$ cat src/hw/rtl/marp_pkg.sv
package marp_pkg;

  // Fixed field widths.
  localparam int unsigned NoteW = 7;
  localparam int unsigned DurW  = 20;
  localparam int unsigned BlkW  = 14;
  localparam int unsigned OffW  = 13;
  localparam int unsigned TotW  = DurW + 1;

  localparam logic [DurW-1:0]  DurReset = 20'd6615;
  localparam logic [NoteW-1:0] VelOn    = 7'd127;
  localparam logic [NoteW-1:0] VelOff   = 7'd0;

  // Request codes on the input port.
  localparam logic [1:0] ReqNoteOn  = 2'd0;
  localparam logic [1:0] ReqNoteOff = 2'd1;
  localparam logic [1:0] ReqBlock   = 2'd2;

  // Event kinds on the result port.
  localparam logic EvtOff = 1'b0;
  localparam logic EvtOn  = 1'b1;

  // Queue depths, powers of two.
  localparam int unsigned CmdDepth = 4;
  localparam int unsigned EvtDepth = 4;

  typedef enum logic [1:0] {
    OP_NOTE_ON,
    OP_NOTE_OFF,
    OP_BLOCK
  } op_e;

  typedef struct packed {
    op_e             op;
    logic [NoteW-1:0] note;
    logic [BlkW-1:0]  blk;
  } cmd_t;

  typedef struct packed {
    logic             kind;
    logic [NoteW-1:0] note;
    logic [NoteW-1:0] vel;
    logic [OffW-1:0]  off;
    logic             last;
  } evt_t;

  typedef struct packed {
    logic            start;
    logic [TotW-1:0] dividend;
    logic [DurW-1:0] divisor;
  } rem_req_t;

  typedef struct packed {
    logic            done;
    logic [DurW-1:0] rem;
  } rem_rsp_t;

endpackage

$ cat src/hw/rtl/marp_front.sv
module marp_front #(
  parameter int unsigned NOTE_RANGE = 128,
  parameter int unsigned MAX_BLOCK  = 8192
) (
  input  logic                        clk_i,
  input  logic                        rst_ni,
  input  logic                        push_i,
  input  logic [1:0]                  req_type_i,
  input  logic [marp_pkg::NoteW-1:0]  note_number_i,
  input  logic [marp_pkg::BlkW-1:0]   block_samples_i,
  output logic                        full_o,
  output marp_pkg::cmd_t              cmd_o,
  output logic                        cmd_valid_o,
  input  logic                        cmd_ready_i
);

  localparam int unsigned PtrW = $clog2(marp_pkg::CmdDepth);

  marp_pkg::cmd_t cls;
  logic           keep;
  logic           in_range;
  logic           wr_en;
  logic           rd_en;

  marp_pkg::cmd_t   q_mem [marp_pkg::CmdDepth];
  logic [PtrW-1:0]  wr_ptr_q, wr_ptr_d;
  logic [PtrW-1:0]  rd_ptr_q, rd_ptr_d;
  logic [PtrW:0]    cnt_q, cnt_d;

  assign in_range = 32'(note_number_i) < 32'(NOTE_RANGE);

  // Classify the item; unused codes and notes outside the range never enter the queue.
  always_comb begin
    keep      = 1'b0;
    cls.op    = marp_pkg::OP_BLOCK;
    cls.note  = note_number_i;
    cls.blk   = (32'(block_samples_i) > 32'(MAX_BLOCK)) ?
                marp_pkg::BlkW'(MAX_BLOCK) : block_samples_i;
    case (req_type_i)
      marp_pkg::ReqNoteOn: begin
        keep   = in_range;
        cls.op = marp_pkg::OP_NOTE_ON;
      end
      marp_pkg::ReqNoteOff: begin
        keep   = in_range;
        cls.op = marp_pkg::OP_NOTE_OFF;
      end
      marp_pkg::ReqBlock: begin
        keep   = 1'b1;
        cls.op = marp_pkg::OP_BLOCK;
      end
      default: begin
        keep = 1'b0;
      end
    endcase
  end

  assign full_o      = cnt_q == (PtrW+1)'(marp_pkg::CmdDepth);
  assign cmd_valid_o = cnt_q != '0;
  assign cmd_o       = q_mem[rd_ptr_q];
  assign wr_en       = push_i && !full_o && keep;
  assign rd_en       = cmd_valid_o && cmd_ready_i;

  always_comb begin
    wr_ptr_d = wr_en ? wr_ptr_q + PtrW'(1) : wr_ptr_q;
    rd_ptr_d = rd_en ? rd_ptr_q + PtrW'(1) : rd_ptr_q;
    cnt_d    = cnt_q;
    if (wr_en && !rd_en) begin
      cnt_d = cnt_q + (PtrW+1)'(1);
    end else if (rd_en && !wr_en) begin
      cnt_d = cnt_q - (PtrW+1)'(1);
    end
  end

  always_ff @(posedge clk_i or negedge rst_ni) begin
    if (!rst_ni) begin
      wr_ptr_q <= '0;
      rd_ptr_q <= '0;
      cnt_q    <= '0;
    end else begin
      wr_ptr_q <= wr_ptr_d;
      rd_ptr_q <= rd_ptr_d;
      cnt_q    <= cnt_d;
    end
  end

  always_ff @(posedge clk_i) begin
    if (wr_en) begin
      q_mem[wr_ptr_q] <= cls;
    end
  end

endmodule

$ cat src/hw/rtl/marp_rem.sv
module marp_rem (
  input  logic               clk_i,
  input  logic               rst_ni,
  input  marp_pkg::rem_req_t req_i,
  output marp_pkg::rem_rsp_t rsp_o
);

  localparam int unsigned TotW = marp_pkg::TotW;
  localparam int unsigned CntW = $clog2(TotW + 1);

  logic                       busy_q, busy_d;
  logic                       done_q, done_d;
  logic [CntW-1:0]            cnt_q, cnt_d;
  logic [TotW-1:0]            dvd_q, dvd_d;
  logic [TotW-1:0]            rem_q, rem_d;
  logic [marp_pkg::DurW-1:0]  dvs_q, dvs_d;
  logic [TotW-1:0]            shifted;
  logic [TotW-1:0]            trial;
  logic                       fits;

  // Restoring division, one dividend bit per cycle. The partial remainder stays
  // below the divisor, so its top bit is always clear before the shift.
  assign shifted = {rem_q[TotW-2:0], dvd_q[TotW-1]};
  assign fits    = shifted >= {1'b0, dvs_q};
  assign trial   = shifted - {1'b0, dvs_q};

  always_comb begin
    busy_d = busy_q;
    done_d = 1'b0;
    cnt_d  = cnt_q;
    dvd_d  = dvd_q;
    rem_d  = rem_q;
    dvs_d  = dvs_q;
    if (req_i.start) begin
      busy_d = 1'b1;
      cnt_d  = '0;
      dvd_d  = req_i.dividend;
      rem_d  = '0;
      dvs_d  = req_i.divisor;
    end else if (busy_q) begin
      dvd_d = {dvd_q[TotW-2:0], 1'b0};
      rem_d = fits ? trial : shifted;
      cnt_d = cnt_q + CntW'(1);
      if (cnt_q == CntW'(TotW - 1)) begin
        busy_d = 1'b0;
        done_d = 1'b1;
      end
    end
  end

  always_ff @(posedge clk_i or negedge rst_ni) begin
    if (!rst_ni) begin
      busy_q <= 1'b0;
      done_q <= 1'b0;
      cnt_q  <= '0;
    end else begin
      busy_q <= busy_d;
      done_q <= done_d;
      cnt_q  <= cnt_d;
    end
  end

  always_ff @(posedge clk_i) begin
    dvd_q <= dvd_d;
    rem_q <= rem_d;
    dvs_q <= dvs_d;
  end

  assign rsp_o.done = done_q;
  assign rsp_o.rem  = rem_q[marp_pkg::DurW-1:0];

endmodule

$ cat src/hw/rtl/marp_back.sv
module marp_back #(
  parameter int unsigned NOTE_RANGE = 128
) (
  input  logic                       clk_i,
  input  logic                       rst_ni,
  input  logic [marp_pkg::DurW-1:0]  dur_i,
  input  marp_pkg::cmd_t             cmd_i,
  input  logic                       cmd_valid_i,
  output logic                       cmd_ready_o,
  output marp_pkg::rem_req_t         rem_req_o,
  input  marp_pkg::rem_rsp_t         rem_rsp_i,
  output marp_pkg::evt_t             evt_o,
  output logic                       evt_push_o,
  input  logic                       evt_full_i
);

  localparam int unsigned NoteW = marp_pkg::NoteW;
  localparam int unsigned DurW  = marp_pkg::DurW;
  localparam int unsigned BlkW  = marp_pkg::BlkW;
  localparam int unsigned OffW  = marp_pkg::OffW;
  localparam int unsigned TotW  = marp_pkg::TotW;
  localparam int unsigned IdxW  = $clog2(NOTE_RANGE);
  localparam int unsigned CntW  = $clog2(NOTE_RANGE + 1);
  localparam int unsigned NGrp  = (NOTE_RANGE + 7) / 8;
  localparam int unsigned GrpW  = $clog2(NGrp);
  localparam int unsigned PadW  = NGrp * 8;

  localparam logic [2:0] S_IDLE  = 3'd0;
  localparam logic [2:0] S_TGO   = 3'd1;
  localparam logic [2:0] S_TWAIT = 3'd2;
  localparam logic [2:0] S_EOFF  = 3'd3;
  localparam logic [2:0] S_SGO   = 3'd4;
  localparam logic [2:0] S_SWAIT = 3'd5;
  localparam logic [2:0] S_SCAN  = 3'd6;
  localparam logic [2:0] S_EON   = 3'd7;

  logic [2:0]            state_q, state_d;
  logic [NOTE_RANGE-1:0] mask_q, mask_d;
  logic [CntW-1:0]       held_q, held_d;
  logic [IdxW-1:0]       step_q, step_d;
  logic [NoteW-1:0]      snd_note_q, snd_note_d;
  logic                  snd_q, snd_d;
  logic [DurW-1:0]       st_q, st_d;
  logic [DurW-1:0]       dur_q, dur_d;
  logic [BlkW-1:0]       blk_q, blk_d;
  logic [TotW-1:0]       tot_q, tot_d;
  logic                  bound_q, bound_d;
  logic [OffW-1:0]       off_q, off_d;
  logic [GrpW-1:0]       grp_q, grp_d;
  logic [CntW-1:0]       seen_q, seen_d;

  logic [DurW-1:0]       dur_eff;
  logic [TotW-1:0]       tot_new;
  logic [IdxW-1:0]       idx;
  logic [DurW-1:0]       diff;
  logic [DurW-1:0]       lim;
  logic [DurW-1:0]       off_full;
  logic [PadW-1:0]       pad;
  logic [7:0]            grp_bits;
  logic [3:0]            pop;
  logic [3:0]            run;
  logic [CntW-1:0]       rel;
  logic [2:0]            pos;
  logic                  hit;
  logic                  found;

  assign dur_eff = (dur_i == '0) ? DurW'(1) : dur_i;
  assign tot_new = TotW'(st_q) + TotW'(cmd_i.blk);
  assign idx     = cmd_i.note[IdxW-1:0];
  assign pad     = PadW'(mask_q);
  assign grp_bits = pad[8*grp_q +: 8];
  assign rel     = CntW'(step_q) - seen_q;

  // Offset of the step boundary inside the block, clamped to the block.
  always_comb begin
    diff     = dur_q - st_q;
    lim      = DurW'(blk_q) - DurW'(1);
    off_full = '0;
    if (dur_q > st_q && blk_q != '0) begin
      off_full = (diff > lim) ? lim : diff;
    end
  end

  // Rank search within one group of eight notes.
  always_comb begin
    pop = '0;
    run = '0;
    pos = '0;
    hit = 1'b0;
    for (int k = 0; k < 8; k++) begin
      if (grp_bits[k]) begin
        if (!hit && run == rel[3:0]) begin
          pos = 3'(k);
          hit = 1'b1;
        end
        run = run + 4'd1;
      end
    end
    pop   = run;
    found = CntW'(pop) > rel;
  end

  assign cmd_ready_o = state_q == S_IDLE;

  always_comb begin
    evt_o.kind = (state_q == S_EON) ? marp_pkg::EvtOn : marp_pkg::EvtOff;
    evt_o.note = snd_note_q;
    evt_o.vel  = (state_q == S_EON) ? marp_pkg::VelOn : marp_pkg::VelOff;
    evt_o.off  = off_q;
    evt_o.last = (state_q == S_EON) || (held_q == '0);
  end

  always_comb begin
    state_d    = state_q;
    mask_d     = mask_q;
    held_d     = held_q;
    step_d     = step_q;
    snd_note_d = snd_note_q;
    snd_d      = snd_q;
    st_d       = st_q;
    dur_d      = dur_q;
    blk_d      = blk_q;
    tot_d      = tot_q;
    bound_d    = bound_q;
    off_d      = off_q;
    grp_d      = grp_q;
    seen_d     = seen_q;
    evt_push_o = 1'b0;
    rem_req_o.start    = 1'b0;
    rem_req_o.dividend = tot_q;
    rem_req_o.divisor  = dur_q;

    case (state_q)
      S_IDLE: begin
        if (cmd_valid_i) begin
          case (cmd_i.op)
            marp_pkg::OP_NOTE_ON: begin
              if (!mask_q[idx]) begin
                mask_d[idx] = 1'b1;
                held_d      = held_q + CntW'(1);
              end
            end
            marp_pkg::OP_NOTE_OFF: begin
              if (mask_q[idx]) begin
                mask_d[idx] = 1'b0;
                held_d      = held_q - CntW'(1);
              end
            end
            marp_pkg::OP_BLOCK: begin
              dur_d   = dur_eff;
              blk_d   = cmd_i.blk;
              tot_d   = tot_new;
              bound_d = tot_new >= {1'b0, dur_eff};
              state_d = S_TGO;
            end
            default: begin
              state_d = S_IDLE;
            end
          endcase
        end
      end
      S_TGO: begin
        rem_req_o.start = 1'b1;
        off_d   = off_full[OffW-1:0];
        state_d = S_TWAIT;
      end
      S_TWAIT: begin
        if (rem_rsp_i.done) begin
          st_d = rem_rsp_i.rem;
          if (!bound_q) begin
            state_d = S_IDLE;
          end else if (snd_q) begin
            state_d = S_EOFF;
          end else if (held_q != '0) begin
            state_d = S_SGO;
          end else begin
            state_d = S_IDLE;
          end
        end
      end
      S_EOFF: begin
        if (!evt_full_i) begin
          evt_push_o = 1'b1;
          snd_d      = 1'b0;
          state_d    = (held_q != '0) ? S_SGO : S_IDLE;
        end
      end
      S_SGO: begin
        rem_req_o.start    = 1'b1;
        rem_req_o.dividend = TotW'(step_q) + TotW'(1);
        rem_req_o.divisor  = DurW'(held_q);
        state_d = S_SWAIT;
      end
      S_SWAIT: begin
        if (rem_rsp_i.done) begin
          step_d  = rem_rsp_i.rem[IdxW-1:0];
          grp_d   = '0;
          seen_d  = '0;
          state_d = S_SCAN;
        end
      end
      S_SCAN: begin
        if (found && hit) begin
          snd_note_d = NoteW'({grp_q, pos});
          snd_d      = 1'b1;
          state_d    = S_EON;
        end else if (grp_q == GrpW'(NGrp - 1)) begin
          // Rank past the last held note cannot occur; fall back to note zero.
          snd_note_d = '0;
          snd_d      = 1'b1;
          state_d    = S_EON;
        end else begin
          seen_d = seen_q + CntW'(pop);
          grp_d  = grp_q + GrpW'(1);
        end
      end
      S_EON: begin
        if (!evt_full_i) begin
          evt_push_o = 1'b1;
          state_d    = S_IDLE;
        end
      end
      default: begin
        state_d = S_IDLE;
      end
    endcase
  end

  always_ff @(posedge clk_i or negedge rst_ni) begin
    if (!rst_ni) begin
      state_q    <= S_IDLE;
      mask_q     <= '0;
      held_q     <= '0;
      step_q     <= '0;
      snd_note_q <= '0;
      snd_q      <= 1'b0;
      st_q       <= '0;
    end else begin
      state_q    <= state_d;
      mask_q     <= mask_d;
      held_q     <= held_d;
      step_q     <= step_d;
      snd_note_q <= snd_note_d;
      snd_q      <= snd_d;
      st_q       <= st_d;
    end
  end

  always_ff @(posedge clk_i) begin
    dur_q   <= dur_d;
    blk_q   <= blk_d;
    tot_q   <= tot_d;
    bound_q <= bound_d;
    off_q   <= off_d;
    grp_q   <= grp_d;
    seen_q  <= seen_d;
  end

endmodule

$ cat src/hw/rtl/marp_outq.sv
module marp_outq (
  input  logic           clk_i,
  input  logic           rst_ni,
  input  logic           push_i,
  input  marp_pkg::evt_t evt_i,
  output logic           full_o,
  input  logic           pop_i,
  output logic           empty_o,
  output marp_pkg::evt_t evt_o
);

  localparam int unsigned PtrW = $clog2(marp_pkg::EvtDepth);

  marp_pkg::evt_t  q_mem [marp_pkg::EvtDepth];
  logic [PtrW-1:0] wr_ptr_q, wr_ptr_d;
  logic [PtrW-1:0] rd_ptr_q, rd_ptr_d;
  logic [PtrW:0]   cnt_q, cnt_d;
  logic            wr_en;
  logic            rd_en;

  assign full_o  = cnt_q == (PtrW+1)'(marp_pkg::EvtDepth);
  assign empty_o = cnt_q == '0;
  assign evt_o   = q_mem[rd_ptr_q];
  assign wr_en   = push_i && !full_o;
  assign rd_en   = pop_i && !empty_o;

  always_comb begin
    wr_ptr_d = wr_en ? wr_ptr_q + PtrW'(1) : wr_ptr_q;
    rd_ptr_d = rd_en ? rd_ptr_q + PtrW'(1) : rd_ptr_q;
    cnt_d    = cnt_q;
    if (wr_en && !rd_en) begin
      cnt_d = cnt_q + (PtrW+1)'(1);
    end else if (rd_en && !wr_en) begin
      cnt_d = cnt_q - (PtrW+1)'(1);
    end
  end

  always_ff @(posedge clk_i or negedge rst_ni) begin
    if (!rst_ni) begin
      wr_ptr_q <= '0;
      rd_ptr_q <= '0;
      cnt_q    <= '0;
    end else begin
      wr_ptr_q <= wr_ptr_d;
      rd_ptr_q <= rd_ptr_d;
      cnt_q    <= cnt_d;
    end
  end

  always_ff @(posedge clk_i) begin
    if (wr_en) begin
      q_mem[wr_ptr_q] <= evt_i;
    end
  end

endmodule

$ cat src/hw/rtl/midi_arpeggiator_step.sv
// Channel   | Handshake                         | Payload
// ----------+-----------------------------------+----------------------------------------
// request   | push / full, taken on push & !full | req_type_i, note_number_i, block_samples_i
// event     | empty / pop, taken on pop & !empty | event_kind_o, out_note_o, velocity_o,
//           |                                   | sample_offset_o, last_of_run_o
// config    | cfg_valid_i / cfg_ready_o          | note_duration_i
//
// Note-on and note-off items update the held-note mask while the sequencer stays idle. A block
// item runs the remainder unit once to advance the timer and, at a step boundary with notes
// held, a second time to pick the step, then a rank search of eight notes per cycle.
// Four-entry queues on both sides let input and output stall independently.
// Reset clears the held-note mask, counters and timer at once; no clearing pass.
module midi_arpeggiator_step #(
  parameter int unsigned NOTE_RANGE = 128,
  parameter int unsigned MAX_BLOCK  = 8192
) (
  input  logic                        clk_i,
  input  logic                        rst_ni,
  input  logic                        push,
  output logic                        full,
  input  logic [1:0]                  req_type_i,
  input  logic [marp_pkg::NoteW-1:0]  note_number_i,
  input  logic [marp_pkg::BlkW-1:0]   block_samples_i,
  output logic                        empty,
  input  logic                        pop,
  output logic                        event_kind_o,
  output logic [marp_pkg::NoteW-1:0]  out_note_o,
  output logic [marp_pkg::NoteW-1:0]  velocity_o,
  output logic [marp_pkg::OffW-1:0]   sample_offset_o,
  output logic                        last_of_run_o,
  input  logic                        cfg_valid_i,
  output logic                        cfg_ready_o,
  input  logic [marp_pkg::DurW-1:0]   note_duration_i
);

  logic [marp_pkg::DurW-1:0] dur_q, dur_d;
  marp_pkg::cmd_t     cmd;
  logic               cmd_valid;
  logic               cmd_ready;
  marp_pkg::rem_req_t rem_req;
  marp_pkg::rem_rsp_t rem_rsp;
  marp_pkg::evt_t     evt_in;
  marp_pkg::evt_t     evt_out;
  logic               evt_push;
  logic               evt_full;

  assign cfg_ready_o = 1'b1;
  assign dur_d       = (cfg_valid_i && cfg_ready_o) ? note_duration_i : dur_q;

  always_ff @(posedge clk_i or negedge rst_ni) begin
    if (!rst_ni) begin
      dur_q <= marp_pkg::DurReset;
    end else begin
      dur_q <= dur_d;
    end
  end

  marp_front #(
    .NOTE_RANGE(NOTE_RANGE),
    .MAX_BLOCK (MAX_BLOCK)
  ) u_front (
    .clk_i          (clk_i),
    .rst_ni         (rst_ni),
    .push_i         (push),
    .req_type_i     (req_type_i),
    .note_number_i  (note_number_i),
    .block_samples_i(block_samples_i),
    .full_o         (full),
    .cmd_o          (cmd),
    .cmd_valid_o    (cmd_valid),
    .cmd_ready_i    (cmd_ready)
  );

  marp_rem u_rem (
    .clk_i (clk_i),
    .rst_ni(rst_ni),
    .req_i (rem_req),
    .rsp_o (rem_rsp)
  );

  marp_back #(
    .NOTE_RANGE(NOTE_RANGE)
  ) u_back (
    .clk_i      (clk_i),
    .rst_ni     (rst_ni),
    .dur_i      (dur_q),
    .cmd_i      (cmd),
    .cmd_valid_i(cmd_valid),
    .cmd_ready_o(cmd_ready),
    .rem_req_o  (rem_req),
    .rem_rsp_i  (rem_rsp),
    .evt_o      (evt_in),
    .evt_push_o (evt_push),
    .evt_full_i (evt_full)
  );

  marp_outq u_outq (
    .clk_i  (clk_i),
    .rst_ni (rst_ni),
    .push_i (evt_push),
    .evt_i  (evt_in),
    .full_o (evt_full),
    .pop_i  (pop),
    .empty_o(empty),
    .evt_o  (evt_out)
  );

  assign event_kind_o    = evt_out.kind;
  assign out_note_o      = evt_out.note;
  assign velocity_o      = evt_out.vel;
  assign sample_offset_o = evt_out.off;
  assign last_of_run_o   = evt_out.last;

endmodule

$ cat config.mk
export PLATFORM = sky130hd
export DESIGN_NAME = midi_arpeggiator_step
export DESIGN_NICKNAME = d
export VERILOG_FILES = /design/src/hw/rtl/marp_pkg.sv /design/src/hw/rtl/marp_front.sv /design/src/hw/rtl/marp_rem.sv /design/src/hw/rtl/marp_back.sv /design/src/hw/rtl/marp_outq.sv /design/src/hw/rtl/midi_arpeggiator_step.sv
export SDC_FILE = /design/constraint.sdc
export NUM_CORES = 1
export LEC_CHECK = 0
export BUFFER_PORTS_ARGS = -buffer_cell sky130_fd_sc_hd__buf_2
export CORE_MARGIN = 3
export CORE_UTILIZATION = 51
export CTS_CLUSTER_DIAMETER = 80
export CTS_CLUSTER_SIZE = 14
export DETAILED_ROUTE_END_ITERATION = 16
export MAX_ROUTING_LAYER = met4
export PLACE_DENSITY = 0.77
export SETUP_SLACK_MARGIN = 0.15
export SYNTH_ARGS = -nofsm -noshare
export SYNTH_HDL_FRONTEND = slang
export SYNTH_HIERARCHICAL = 1
export SYNTH_SLANG_ARGS = --single-unit
$ cat constraint.sdc
create_clock -name clk_i -period 9.1 [get_ports clk_i]
set_clock_uncertainty 0.05 [all_clocks]
set_input_delay 0.91 -clock clk_i [delete_from_list [all_inputs] [get_ports clk_i]]
set_output_delay 0.91 -clock clk_i [all_outputs]
set_load 0.05 [all_outputs]
# After elaboration in Yosys (flattened, before gate mapping)
# Memories as Yosys holds them, arrays and structs flattened.
# Cells that the tools add are included.
dict set report word_totals {
  reg_bits 357
  ramBits 208
  inputBits 48
  out_inout_bits 32
  wordCells 268
  memories 2
}
dict set report classes {
  n_addsub 26
  n_lt_le_gt_ge 8
  n_eq_ne 33
  shift 1
  muxes 104
  bitwise 3
  reduce_logical 63
}
# name words width rd rd_ports_with_merged_regs write_ports line
set memory_table {}
lappend memory_table {u_outq.q_mem 4 29 1 0 1 marp_outq.sv:14} ;# marp_pkg::evt_t q_mem [marp_pkg::EvtDepth];
lappend memory_table {u_front.q_mem 4 23 1 0 1 marp_front.sv:25} ;# marp_pkg::cmd_t q_mem [marp_pkg::CmdDepth];
# op n
set op_table {}
lappend op_table {{2-to-1 mux 128 bit} 2}
lappend op_table {{one-hot mux 128 bit (2 select lines)} 1}
lappend op_table {{AND 128 bit} 1}
lappend op_table {{NOT 128 bit} 1}
lappend op_table {{OR 128 bit} 1}
lappend op_table {{variable part select 128 x 8 -> 8 bit} 1}
lappend op_table {{2-to-1 mux 3 bit} 27}
lappend op_table {{>= comparator 21 x 20 -> 1 bit} 2}
lappend op_table {{2-to-1 mux 21 bit} 2}
lappend op_table {{2-to-1 mux 41 bit} 1}
lappend op_table {{greater-than comparator 20 bit} 2}
lappend op_table {{2-to-1 mux 20 bit} 2}
lappend op_table {{2-to-1 mux 4 bit} 10}
lappend op_table {{2-to-1 mux 8 bit} 5}
lappend op_table {{subtractor 20 bit} 2}
lappend op_table {{2-to-1 mux 1 bit} 38}
lappend op_table {{one-hot mux 8 bit (2 select lines)} 2}
lappend op_table {{adder 4 x 1 -> 4 bit, second input constant} 7}
lappend op_table {{== test 4 bit} 6}
lappend op_table {{one-hot mux 3 bit (8 select lines)} 1}
lappend op_table {{adder 20 x 14 -> 21 bit} 1}
lappend op_table {{2-to-1 mux 7 bit} 3}
lappend op_table {{logical NOT 20 bit} 1}
lappend op_table {{logical AND 1 bit} 19}
lappend op_table {{52 further kinds} 100}

# Longest topological paths before layout
# Gate-level depths: netlist of run 1.
dict set report logic_depth {
  depth_word 35
  depth_mapped 32
}

# By module
# Netlist of run 1, hierarchy kept.
# mod instances cells_per_inst area_per_inst_um2 seq_area_each_um2
set by_module_without_submodules {}
lappend by_module_without_submodules {marp_back 1 1762 16560.9 6786.5}
lappend by_module_without_submodules {marp_outq 1 187 4608.2 3658.5}
lappend by_module_without_submodules {marp_rem 1 402 4085.2 1806.7}
lappend by_module_without_submodules {marp_front 1 173 3907.5 2937.8}
lappend by_module_without_submodules {midi_arpeggiator_step 1 44 845.8 511.7}

# Worst setup path after synthesis of run 1
# OpenSTA, ideal clock, no wires.
dict set report synth_path {
  path_kind {register to register}
  start {reg u_back.grp_q[0]}
  end {reg u_back.snd_note_q[5]}
  arrival_ns 7.084
  slack_ns 1.845
  stages_incl_launch_ff 32
  path_buffers 4
  period_less_slack_ns 7.255
  cell_sequence {edfxtp_1 buf_6 buf_2 buf_2 buf_2 mux4_2 mux4_2 inv_1 ha_1 xor2_4 ha_1 inv_1 xnor3_1 nor2_1 a211oi_1 a21oi_1 ha_1 mux2i_1 xnor2_1 a21oi_2 ha_1 mux2_2 ha_1 nor2b_1 o21ai_0 nand2b_1 a21oi_1 nor3_1 o211ai_1 a21o_1 a31o_2 a22o_1}
}
dict set report synth_via {
  elab_chain_cells 33
  elab_cells_between_ends 58
  classes_between {add/sub (7); order compare (1); eq/ne (8); shift (1); mux (24); reduce/logical (17)}
}
# element line
set synth_lines {}
lappend synth_lines {{start: declaration} marp_back.sv:49} ;# logic [GrpW-1:0] grp_q, grp_d;
lappend synth_lines {{start signal: assignment} marp_back.sv:255} ;# grp_q <= grp_d;
lappend synth_lines {{parallel branches: the longest is 33 deep, another holds adder 4 x 1 -> 4 bit} -}
lappend synth_lines {{end signal: assignment} marp_back.sv:243} ;# snd_note_q <= snd_note_d;
lappend synth_lines {{end: declaration} marp_back.sv:41} ;# logic [NoteW-1:0] snd_note_q, snd_note_d;
# Several ways; the timed one is not identified.
# A chain may end at the register's enable or synchronous reset.

# Worst setup path after layout of run 1
dict set report layout_path {
  start {reg u_back.grp_q[1]}
  end {reg u_back.grp_q[2], enable pin}
}
dict set report layout_via {
  elab_chain_cells 33
  elab_cells_between_ends 58
  classes_between {add/sub (7); order compare (1); eq/ne (10); shift (1); mux (23); reduce/logical (16)}
}
# element
set layout_lines {}
lappend layout_lines {{parallel branches: the longest is 32 deep, another holds adder 4 x 1 -> 4 bit}}
lappend layout_lines {{AND reduction 4 bit (no source line) (*)}}
# Mark *: on every way between the ends.

==> out/results.txt, run 1 <==
CP Launch Type: flop
Max-cap violations: 0
Slew Viols, Final: 0
post-synthesis average cell area: 11.7 µm²
die width: 249 µm
die area: 61800 µm²
Mapped Area: 30000 µm²
IR drop worst, VDD: 236 µV
per-cell routed wire length: 20.9 µm
Pre-Repair DR Iteration Count: 6
Die Ht: 249 µm
Post-synth top flop: edfxtp_1
Resized Gates After CTS: 0
achievable clock frequency: 0.130 GHz
crit path kind: reg -> reg
clk_lat worst skew: 0.61 ns
# IOs: 80
detailed-route wire length: 70400 µm
Rel. slew slack: 0.167
fin crit period: 7.68 ns
FP Rows: 88
first-pass GRT wire length: 112000 µm
Tcrit/Tclk final: 0.844
Final #Nets: 2766
Core Util, Final: 0.557
core area: 57900 µm²
grt total ovfl: 0
Power Total: 10.4 mW
number of port buffers: 78
TritonCTS clock tree: yes
post-route ant nets: 0
vias in the first global route: 20400
htree depth: 2
clock buffer depth: 3
cell taking the most area after synthesis: edfxtp_1
Synth area leaders: edfxtp_1, dfrtp_1, mux4_2
share of layout cells above drive strength 1: 0.138
Critical Path AT: 7.90 ns
sequential area share after synthesis: 0.523
CTS root buf: clkbuf_16
status: complete, no violations
Multi-input gate area: 13200 µm²
initial core utilization: 0.518
HPWL after detailed placement: 49600 µm
# clock sinks: 565
RSZ-0062 raised after global routing: no
CP Data Required Time: 9.32 ns
cts bufs inserted: 48
fin area: 32300 µm²
CP endpoint kind: flop
worst slew pin tran: 1.25 ns
P&R area growth vs syn: 7.53%
Post-synth EDFFs: 330
PwrDens: 324 nW/µm²
largest net degree at the start of global routing: 106
Residual DRC: 0
initial antenna violation count: 1
Via Count: 20300
final hold slack: 0.312 ns
number of fill cells: 4753
Yosys top cell area share: 0.330
Final setup viols: 0
Cell variety after synth: 98
crit path max fanout: 17
Syn. warnings: 6
Synth Register Bits: 565
cell count after synthesis: 2568
vias per inst: 6.02
gr usage total: 0.233
register area: 15700 µm²
leakage power: 12.7 nW
Hold/Removal Path Class: in -> async
CTS clk-pin slew, worst paths: 0.07 ns
gpl congestion: 0.925
syn_nets: 2762
Post-CTS Setup Bufs: 0
total negative setup slack: 0 ns
final-report hold violation count: 0
1st-iter DRT viols: 1867
DP Area: 30900 µm²
Post-CTS Hold Fix Bufs: 0
Synth async-reset ratio: 0.381
layout by cell type, fill, tap and decap left out, types with 12 or more instances in the layout:
master and count:
xnor2_1 90, nor2_1 343, nand2b_1 20, or3_1 12, ha_1 138, o211ai_1 12, nor2b_1 35, o21ai_0 72
mux4_2 85, o21bai_1 16, a22oi_1 62, dfrtp_1 205, xor2_1 42, a211oi_1 21, nand4_1 40, and2_1 36
buf_4 24, clkbuf_1 30, clkbuf_16 48, a21oi_1 194, edfxtp_1 330, nor3_1 23, nand2_1 141, mux2i_1 15
o21a_1 13, nand3_1 36, mux2_2 41, buf_2 77, a21o_1 39, nor4_1 17, inv_1 119, mux2_4 22
dfxtp_1 20
path summary, 6_finish.rpt:
check | end | start | slack [ns] | cells past startpoint
setup / recovery | u_back/grp_q[2] | u_back/grp_q[1] | 1.42 | 27
hold / removal | async pin | rst_ni | 0.31 | 1
setup reg to reg | u_back/grp_q[2] | u_back/grp_q[1] | 1.42 | 27
hold reg to reg | u_outq/cnt_q[2] | u_outq/cnt_q[2] | 0.44 | 1
max in group asynchronous | u_outq/rd_ptr_q[0] | rst_ni | 6.63 | 3
min in group clk_i | u_outq/cnt_q[2] | u_outq/cnt_q[2] | 0.44 | 1
layout make-up:
| type | count | share of cell area |
|---|---|---|
| diodes | 1 | 0.0000776 |
| clock buffers | 78 | 0.0407 |
| clock inverters | 7 | 0.00295 |
| inverters | 122 | 0.0142 |
| multi-input cells | 1733 | 0.408 |
| flip-flops and latches | 565 | 0.487 |
| well taps | 765 | 0.0297 |
| repair buffers | 102 | 0.0180 |
report_power, final:
group | internal [mW] | switching [mW] | total, mW | leakage (nW)
sequential | 3.40 | 0.461 | 3.86 | 6.13
clock | 1.00 | 0.927 | 1.93 | 0.671
combinational | 1.82 | 2.84 | 4.66 | 5.93
through the flow:
step           setup slack, ns  cells
2_1_floorplan             1.85   2568
4_1_cts                   1.44   3372
3_3_place_gp              1.64   3287
6_report                  1.42   3373
5_1_grt                  0.987   3373
3_5_place_dp              1.47   3287
Yosys cell counts, types with 36 or more instances:
cell type	number
clkbuf_1	97
inv_1	120
and2_1	38
a21o_1	39
nor2_1	344
edfxtp_1	330
a21oi_1	194
mux4_2	85
nand3_1	36
dfrtp_1	206
a22oi_1	62
xnor2_1	90
xor2_1	42
nand2_1	141
o21ai_0	72
ha_1	138
nand4_1	40
mux2_2	41
routing by layer:
layer	track usage	share of wire	vias to the layer above
met5	-	0	-
met4	0.0687	0.030	0
met3	0.0438	0.074	159
met2	0.356	0.46	795
met1	0.318	0.44	9994
li1	-	-	9370
worst max-delay path: stages, from the launching register on:
cell and delay, ns:
edfxtp_1 0.88, buf_4 0.35, mux4_2 0.35, mux4_2 0.57
inv_1 0.12, ha_1 0.43, xor2_4 0.30, ha_1 0.36
inv_1 0.06, xnor3_1 0.36, nor2_1 0.04, a211oi_1 0.30
a21oi_1 0.08, ha_1 0.33, mux2i_1 0.20, xnor2_1 0.11
a21oi_2 0.25, ha_1 0.28, mux2_2 0.31, ha_1 0.32
nor2b_1 0.13, o21ai_0 0.16, nand2b_1 0.08, a21oi_1 0.16
nor3_1 0.07, o211ai_1 0.18, a21o_1 0.16, a21bo_2 0.34
cell families after synthesis:
kind of cell / after synthesis / share of synthesized area
simple gates: 758 / 0.118
compound gates: 523 / 0.114
buf+inv: 270 / 0.0399
mux: 169 / 0.100
other cells: 1 / 0.000125
fa+ha+maj: 146 / 0.0629
flops: 565 / 0.523
xor+xnor: 136 / 0.0415
Note: power is estimated with default switching activity, not from simulation.
==> run 2, diff against run 1 <==
==> constraint.sdc (replaced) <==
create_clock -name clk_i -period 7.9 [get_ports clk_i]
set_clock_uncertainty 0.05 [all_clocks]
set_input_delay 0.79 -clock clk_i [delete_from_list [all_inputs] [get_ports clk_i]]
set_output_delay 0.79 -clock clk_i [all_outputs]
set_load 0.05 [all_outputs]
==> run 2 against run 1 <==
  * Flip-flop and latch count unchanged
  * Final area increased by 0.35%
  * Clock power increased by 16%
  * Routed wire length increased by 0.80%
  * Die area unchanged
  * Sequential share of layout area decreased by 0.17 points
  * Non-clock buffer count increased by 9
  * First-iteration DRC count increased by 15%
  * Combinational power increased by 16%
  * Register-to-register slack got worse by 0.84 ns
  * Final cell count increased by 0.24%
  * Largest power group unchanged
  * Highest routed layer unchanged
==> out/results.txt, run 2 (synthesis results as in run 1) <==
status: complete, no violations
Most common cell on crit path: ha_1
crit path max fanout: 39
Pre-Repair DR Iteration Count: 5
Slew Viols, Final: 0
met3 Resource Use GR: 0.0408
PwrDens: 373 nW/µm²
DP Area: 30900 µm²
CP endpoint kind: flop
IR drop worst, VDD: 270 µV
Finished Layout Cells: 3381
dpl ws: 0.480 ns
fin crit period: 7.32 ns
HPWL after detailed placement: 50000 µm
Post-CTS Hold Fix Bufs: 0
slowest CP cell: mux4_2
GRT Max-Usage Layer: met2
CP peak stage delay: 0.59 ns
TritonCTS clock tree: yes
GR Layer Usage met1: 0.318
final hold slack: 0.141 ns
worst setup margin: 0.582 ns
clock buffer depth: 3
# IOs: 80
sequential cell fraction of total power: 0.369
Critical Path AT: 7.75 ns
Core Util, Final: 0.559
number of fill cells: 4729
grt total ovfl: 0
share of layout cells above drive strength 1: 0.140
Residual DRC: 0
final-report hold violation count: 0
CP bufs+invs: 3
largest net degree at the start of global routing: 95
number of port buffers: 78
Via Count: 20400
achievable clock frequency: 0.137 GHz
P&R area growth vs syn: 7.91%
CTS root buf: clkbuf_16
# clock sinks: 565
CP delay by family, top: compound AO/OA/AOI/OAI gates
RSZ-0062 raised after global routing: no
most common cell after layout, fill and taps aside: nor2_1
Clock power frac: 0.184
NetSw: 4.91 mW
FP Rows: 88
die width: 249 µm
Final setup viols: 0
Power Total: 12.1 mW
1st-iter DRT viols: 2143
GRT met2 Usage: 0.362
placed cells: 3293
Rel. slew slack: 0.147
clk_lat worst skew: 0.62 ns
switching share of power: 0.406
CP Data Required Time: 8.33 ns
detailed-route wire length: 71000 µm
ant diodes: 0
gpl congestion: 0.936
initial core utilization: 0.518
Pint: 7.18 mW
htree depth: 2
most frequent cells in the layout: nor2_1, edfxtp_1, dfrtp_1, a21oi_1, nand2_1
vias in the first global route: 20300
Max-cap violations: 0
post-route ant nets: 0
first-pass GRT wire length: 113000 µm
CP Launch Type: flop
leakage power: 12.8 nW
Hold/Removal Path Class: in -> async
total negative setup slack: 0 ns
Tcrit/Tclk final: 0.926
CTS clk-pin slew, worst paths: 0.07 ns
die area: 61800 µm²
fin area: 32400 µm²
per-cell routed wire length: 21.0 µm
vias per inst: 6.04
initial antenna violation count: 0
Die Ht: 249 µm
FF-to-FF setup slack: 0.58 ns
worst slew pin tran: 1.27 ns
gr usage total: 0.233
Final #Nets: 2774
crit path kind: reg -> reg
core area: 57900 µm²
cts bufs inserted: 47
combinational share of power: 0.446
run 2: layer usage:
layer  wire length (µm)  share of wire  up-vias
met2              33100           0.47      845
met3               5280          0.074      132
met5                  0              0        -
li1                   -              -     9373
met4               1890          0.027        0
met1              30700           0.43    10100
run 2: cell type report:
class                      count  area [µm²]  area share
timing repair buffer         111         673      0.0208
sequential                   565       15700       0.485
clock inverter                 5         105     0.00325
inverter                     122         459      0.0142
multi-input combinational   1733       13200       0.407
tap                          765         957      0.0296
clock buffer                  80        1320      0.0408
run 2: final timing paths:
kind,from,endpoint,cells after the start
worst min-delay path,rst_ni,async pin,1
worst max-delay path,u_back/grp_q[0],u_back/snd_note_q[0],28
max in group asynchronous,rst_ni,u_outq/rd_ptr_q[0],2
worst min register to register,u_outq/cnt_q[2],u_outq/cnt_q[2],1
worst max register to register,u_back/grp_q[0],u_back/snd_note_q[0],28
min in group clk_i,note_number_i[4],u_front/q_mem[1][18],1
run 2: what timing repair did:
action / 4_1_cts / 5_1_grt
endpoints found under the setup margin: 0 / 20
gates resized for setup: 0 / 2
buffers inserted: 0 / 3
run 2: power groups by stage:
stage               clock network (mW)  logic, mW  registers (mW)
global route                      2.39       5.87            4.54
global placement                     0       5.13            4.49
floorplan                            0       4.31            4.22
detailed placement                   0       5.29            4.53
CTS                               2.28       5.33            4.47
finish                            2.23       5.39            4.47
==> run 3, diff against run 2 <==
--- a/config.mk
+++ b/config.mk
@@ -7,12 +7,12 @@
 export LEC_CHECK = 0
 export BUFFER_PORTS_ARGS = -buffer_cell sky130_fd_sc_hd__buf_2
 export CORE_MARGIN = 3
-export CORE_UTILIZATION = 51
+export CORE_UTILIZATION = 60
 export CTS_CLUSTER_DIAMETER = 80
 export CTS_CLUSTER_SIZE = 14
 export DETAILED_ROUTE_END_ITERATION = 16
 export MAX_ROUTING_LAYER = met4
-export PLACE_DENSITY = 0.77
+export PLACE_DENSITY = 0.87
 export SETUP_SLACK_MARGIN = 0.15
 export SYNTH_ARGS = -nofsm -noshare
 export SYNTH_HDL_FRONTEND = slang
==> run 3 against run 2 <==
  * Global-route usage is 8.0 points higher
  * Final area is 0.61% lower
  * Routed wire length is 13% higher
  * Utilization is 9.6 points higher
  * Clock power hardly changed
  * Die area is 15% lower
  * Sequential share of layout area is 0.30 points higher
  * Register-to-register slack worse by 0.24 ns
==> out/results.txt, run 3 (synthesis results as in run 1) <==
status: complete, no violations
GRT met2 Usage: 0.523
Hold/Removal Path Class: in -> async
DP Area: 30700 µm²
first-pass GRT wire length: 126000 µm
combinational share of power: 0.454
HPWL after detailed placement: 53300 µm
fin area: 32200 µm²
crit path kind: reg -> reg
Crit Reg-Reg Endpoint: u_back/off_q[8]
Residual DRC: 0
RSZ-0062 raised after global routing: no
Via Count: 21900
grt total ovfl: 0
switching share of power: 0.416
final-report hold violation count: 0
CP Launch Type: flop
# IOs: 80
Slew Viols, Final: 0
most frequent cells in the layout: nor2_1, edfxtp_1, dfrtp_1, a21oi_1, nand2_1
detailed-route wire length: 80200 µm
number of fill cells: 3355
sequential cell fraction of total power: 0.366
initial antenna violation count: 1
PwrDens: 382 nW/µm²
die width: 230 µm
per-cell routed wire length: 24.5 µm
met3 Resource Use GR: 0.0576
cts bufs inserted: 47
leakage power: 12.7 nW
Final #Nets: 2767
Clock power frac: 0.180
number of port buffers: 78
total negative setup slack: 0 ns
TritonCTS clock tree: yes
Post-CTS Hold Fix Bufs: 0
Core Util, Final: 0.655
core area: 49200 µm²
worst slew pin tran: 1.31 ns
crit path max fanout: 26
clk_lat worst skew: 0.61 ns
fin crit period: 7.56 ns
Final setup viols: 0
gr usage total: 0.313
CP endpoint kind: flop
post-route ant nets: 0
IR drop worst, VDD: 217 µV
vias per inst: 6.69
Pint: 7.18 mW
GRT Max-Usage Layer: met2
CTS clk-pin slew, worst paths: 0.07 ns
Tcrit/Tclk final: 0.956
Critical Path AT: 7.86 ns
P&R area growth vs syn: 7.24%
FF-to-FF Start: u_back/dur_q[0]
FP Rows: 81
# clock sinks: 565
GR Layer Usage met1: 0.358
gpl congestion: 1.01
initial core utilization: 0.610
Rel. slew slack: 0.124
1st-iter DRT viols: 2877
Pre-Repair DR Iteration Count: 8
most common cell after layout, fill and taps aside: nor2_1
share of layout cells above drive strength 1: 0.140
Power Total: 12.3 mW
Die Ht: 230 µm
clock buffer depth: 3
reg2reg path depth: 25
die area: 52700 µm²
vias in the first global route: 22500
achievable clock frequency: 0.132 GHz
FF-to-FF setup slack: 0.34 ns
htree depth: 2
CTS root buf: clkbuf_16
NetSw: 5.11 mW
Max-cap violations: 0
CP Data Required Time: 8.20 ns
largest net degree at the start of global routing: 99
## run 3: power groups by stage
stage	clock (mW)	combinational (mW)	sequential, mW
6_report	2.22	5.58	4.50
5_1_grt	2.37	5.97	4.56
4_1_cts	2.25	5.44	4.48
3_5_place_dp	0	5.35	4.53
3_3_place_gp	0	5.11	4.47
2_1_floorplan	0	4.31	4.22
## run 3: critical path, stage by stage, from the launching register on
cell and delay, ns:
edfxtp_1 0.41, inv_1 0.13, ha_1 0.17, inv_1 0.09, fa_1 0.42, a21o_1 0.19, a21oi_1 0.24, o21ai_0 0.14
a21oi_1 0.26, o21bai_1 0.10, a21oi_1 0.23, nor2b_1 0.08, o21a_1 0.19, o41a_1 0.38, a211oi_1 0.54, o21bai_1 0.22
a21oi_1 0.30, xnor2_1 0.12, ha_1 0.31, nand4_1 0.19, nor4_1 0.72, o21ai_0 0.35, o211ai_1 0.24, a2bb2oi_4 0.59
nor2_1 0.10, a211oi_1 0.50
## run 3: final cells by class
type	count	area, µm²	share of cell area
sequential	565	15700	0.488
multi-input combinational	1733	13200	0.409
clock buffer	79	1320	0.0409
tap	664	831	0.0258
timing repair buffer	104	618	0.0192
inverter	122	459	0.0143
clock inverter	6	78.8	0.00245
antenna	1	2.50	0.0000778
## run 3: stage by stage
| step | hold WS, ns | setup WS (ns) | cells |
|---|---|---|---|
| floorplan | 0.395 | 0.645 | 2568 |
| global placement | 0.413 | 0.568 | 3186 |
| detailed placement | 0.450 | 0.361 | 3186 |
| CTS | 0.0838 | 0.339 | 3271 |
| global route | 0.0946 | 0.0800 | 3274 |
| finish | 0.0791 | 0.344 | 3274 |
## run 3: worst max-delay path by stage
stage / depth (start not counted) / startpoint / end
floorplan: 31 / u_back/grp_q[0] / u_back/snd_note_q[5]
global placement: 26 / u_back/grp_q[1] / u_back/seen_q[7]
detailed placement: 27 / u_back/grp_q[1] / u_back/snd_note_q[3]
CTS: 26 / u_back/grp_q[1] / u_back/seen_q[0]
global route: 25 / u_back/dur_q[0] / u_back/off_q[10]
finish: 25 / u_back/dur_q[0] / u_back/off_q[8]
## run 3: metal layers
| metal | routed length [µm] | vias up |
|---|---|---|
| li1 | - | 9372 |
| met1 | 27900 | 10600 |
| met2 | 40100 | 1484 |
| met3 | 6810 | 445 |
| met4 | 5360 | 0 |
| met5 | 0 | - |
## run 3: repair_timing
item / 4_1_cts / 5_1_grt
buffers inserted: 0 / 1
resized for setup: 0 / 2
endpoints found under the setup margin: 0 / 22
hold endpoints to repair: 0 / 0
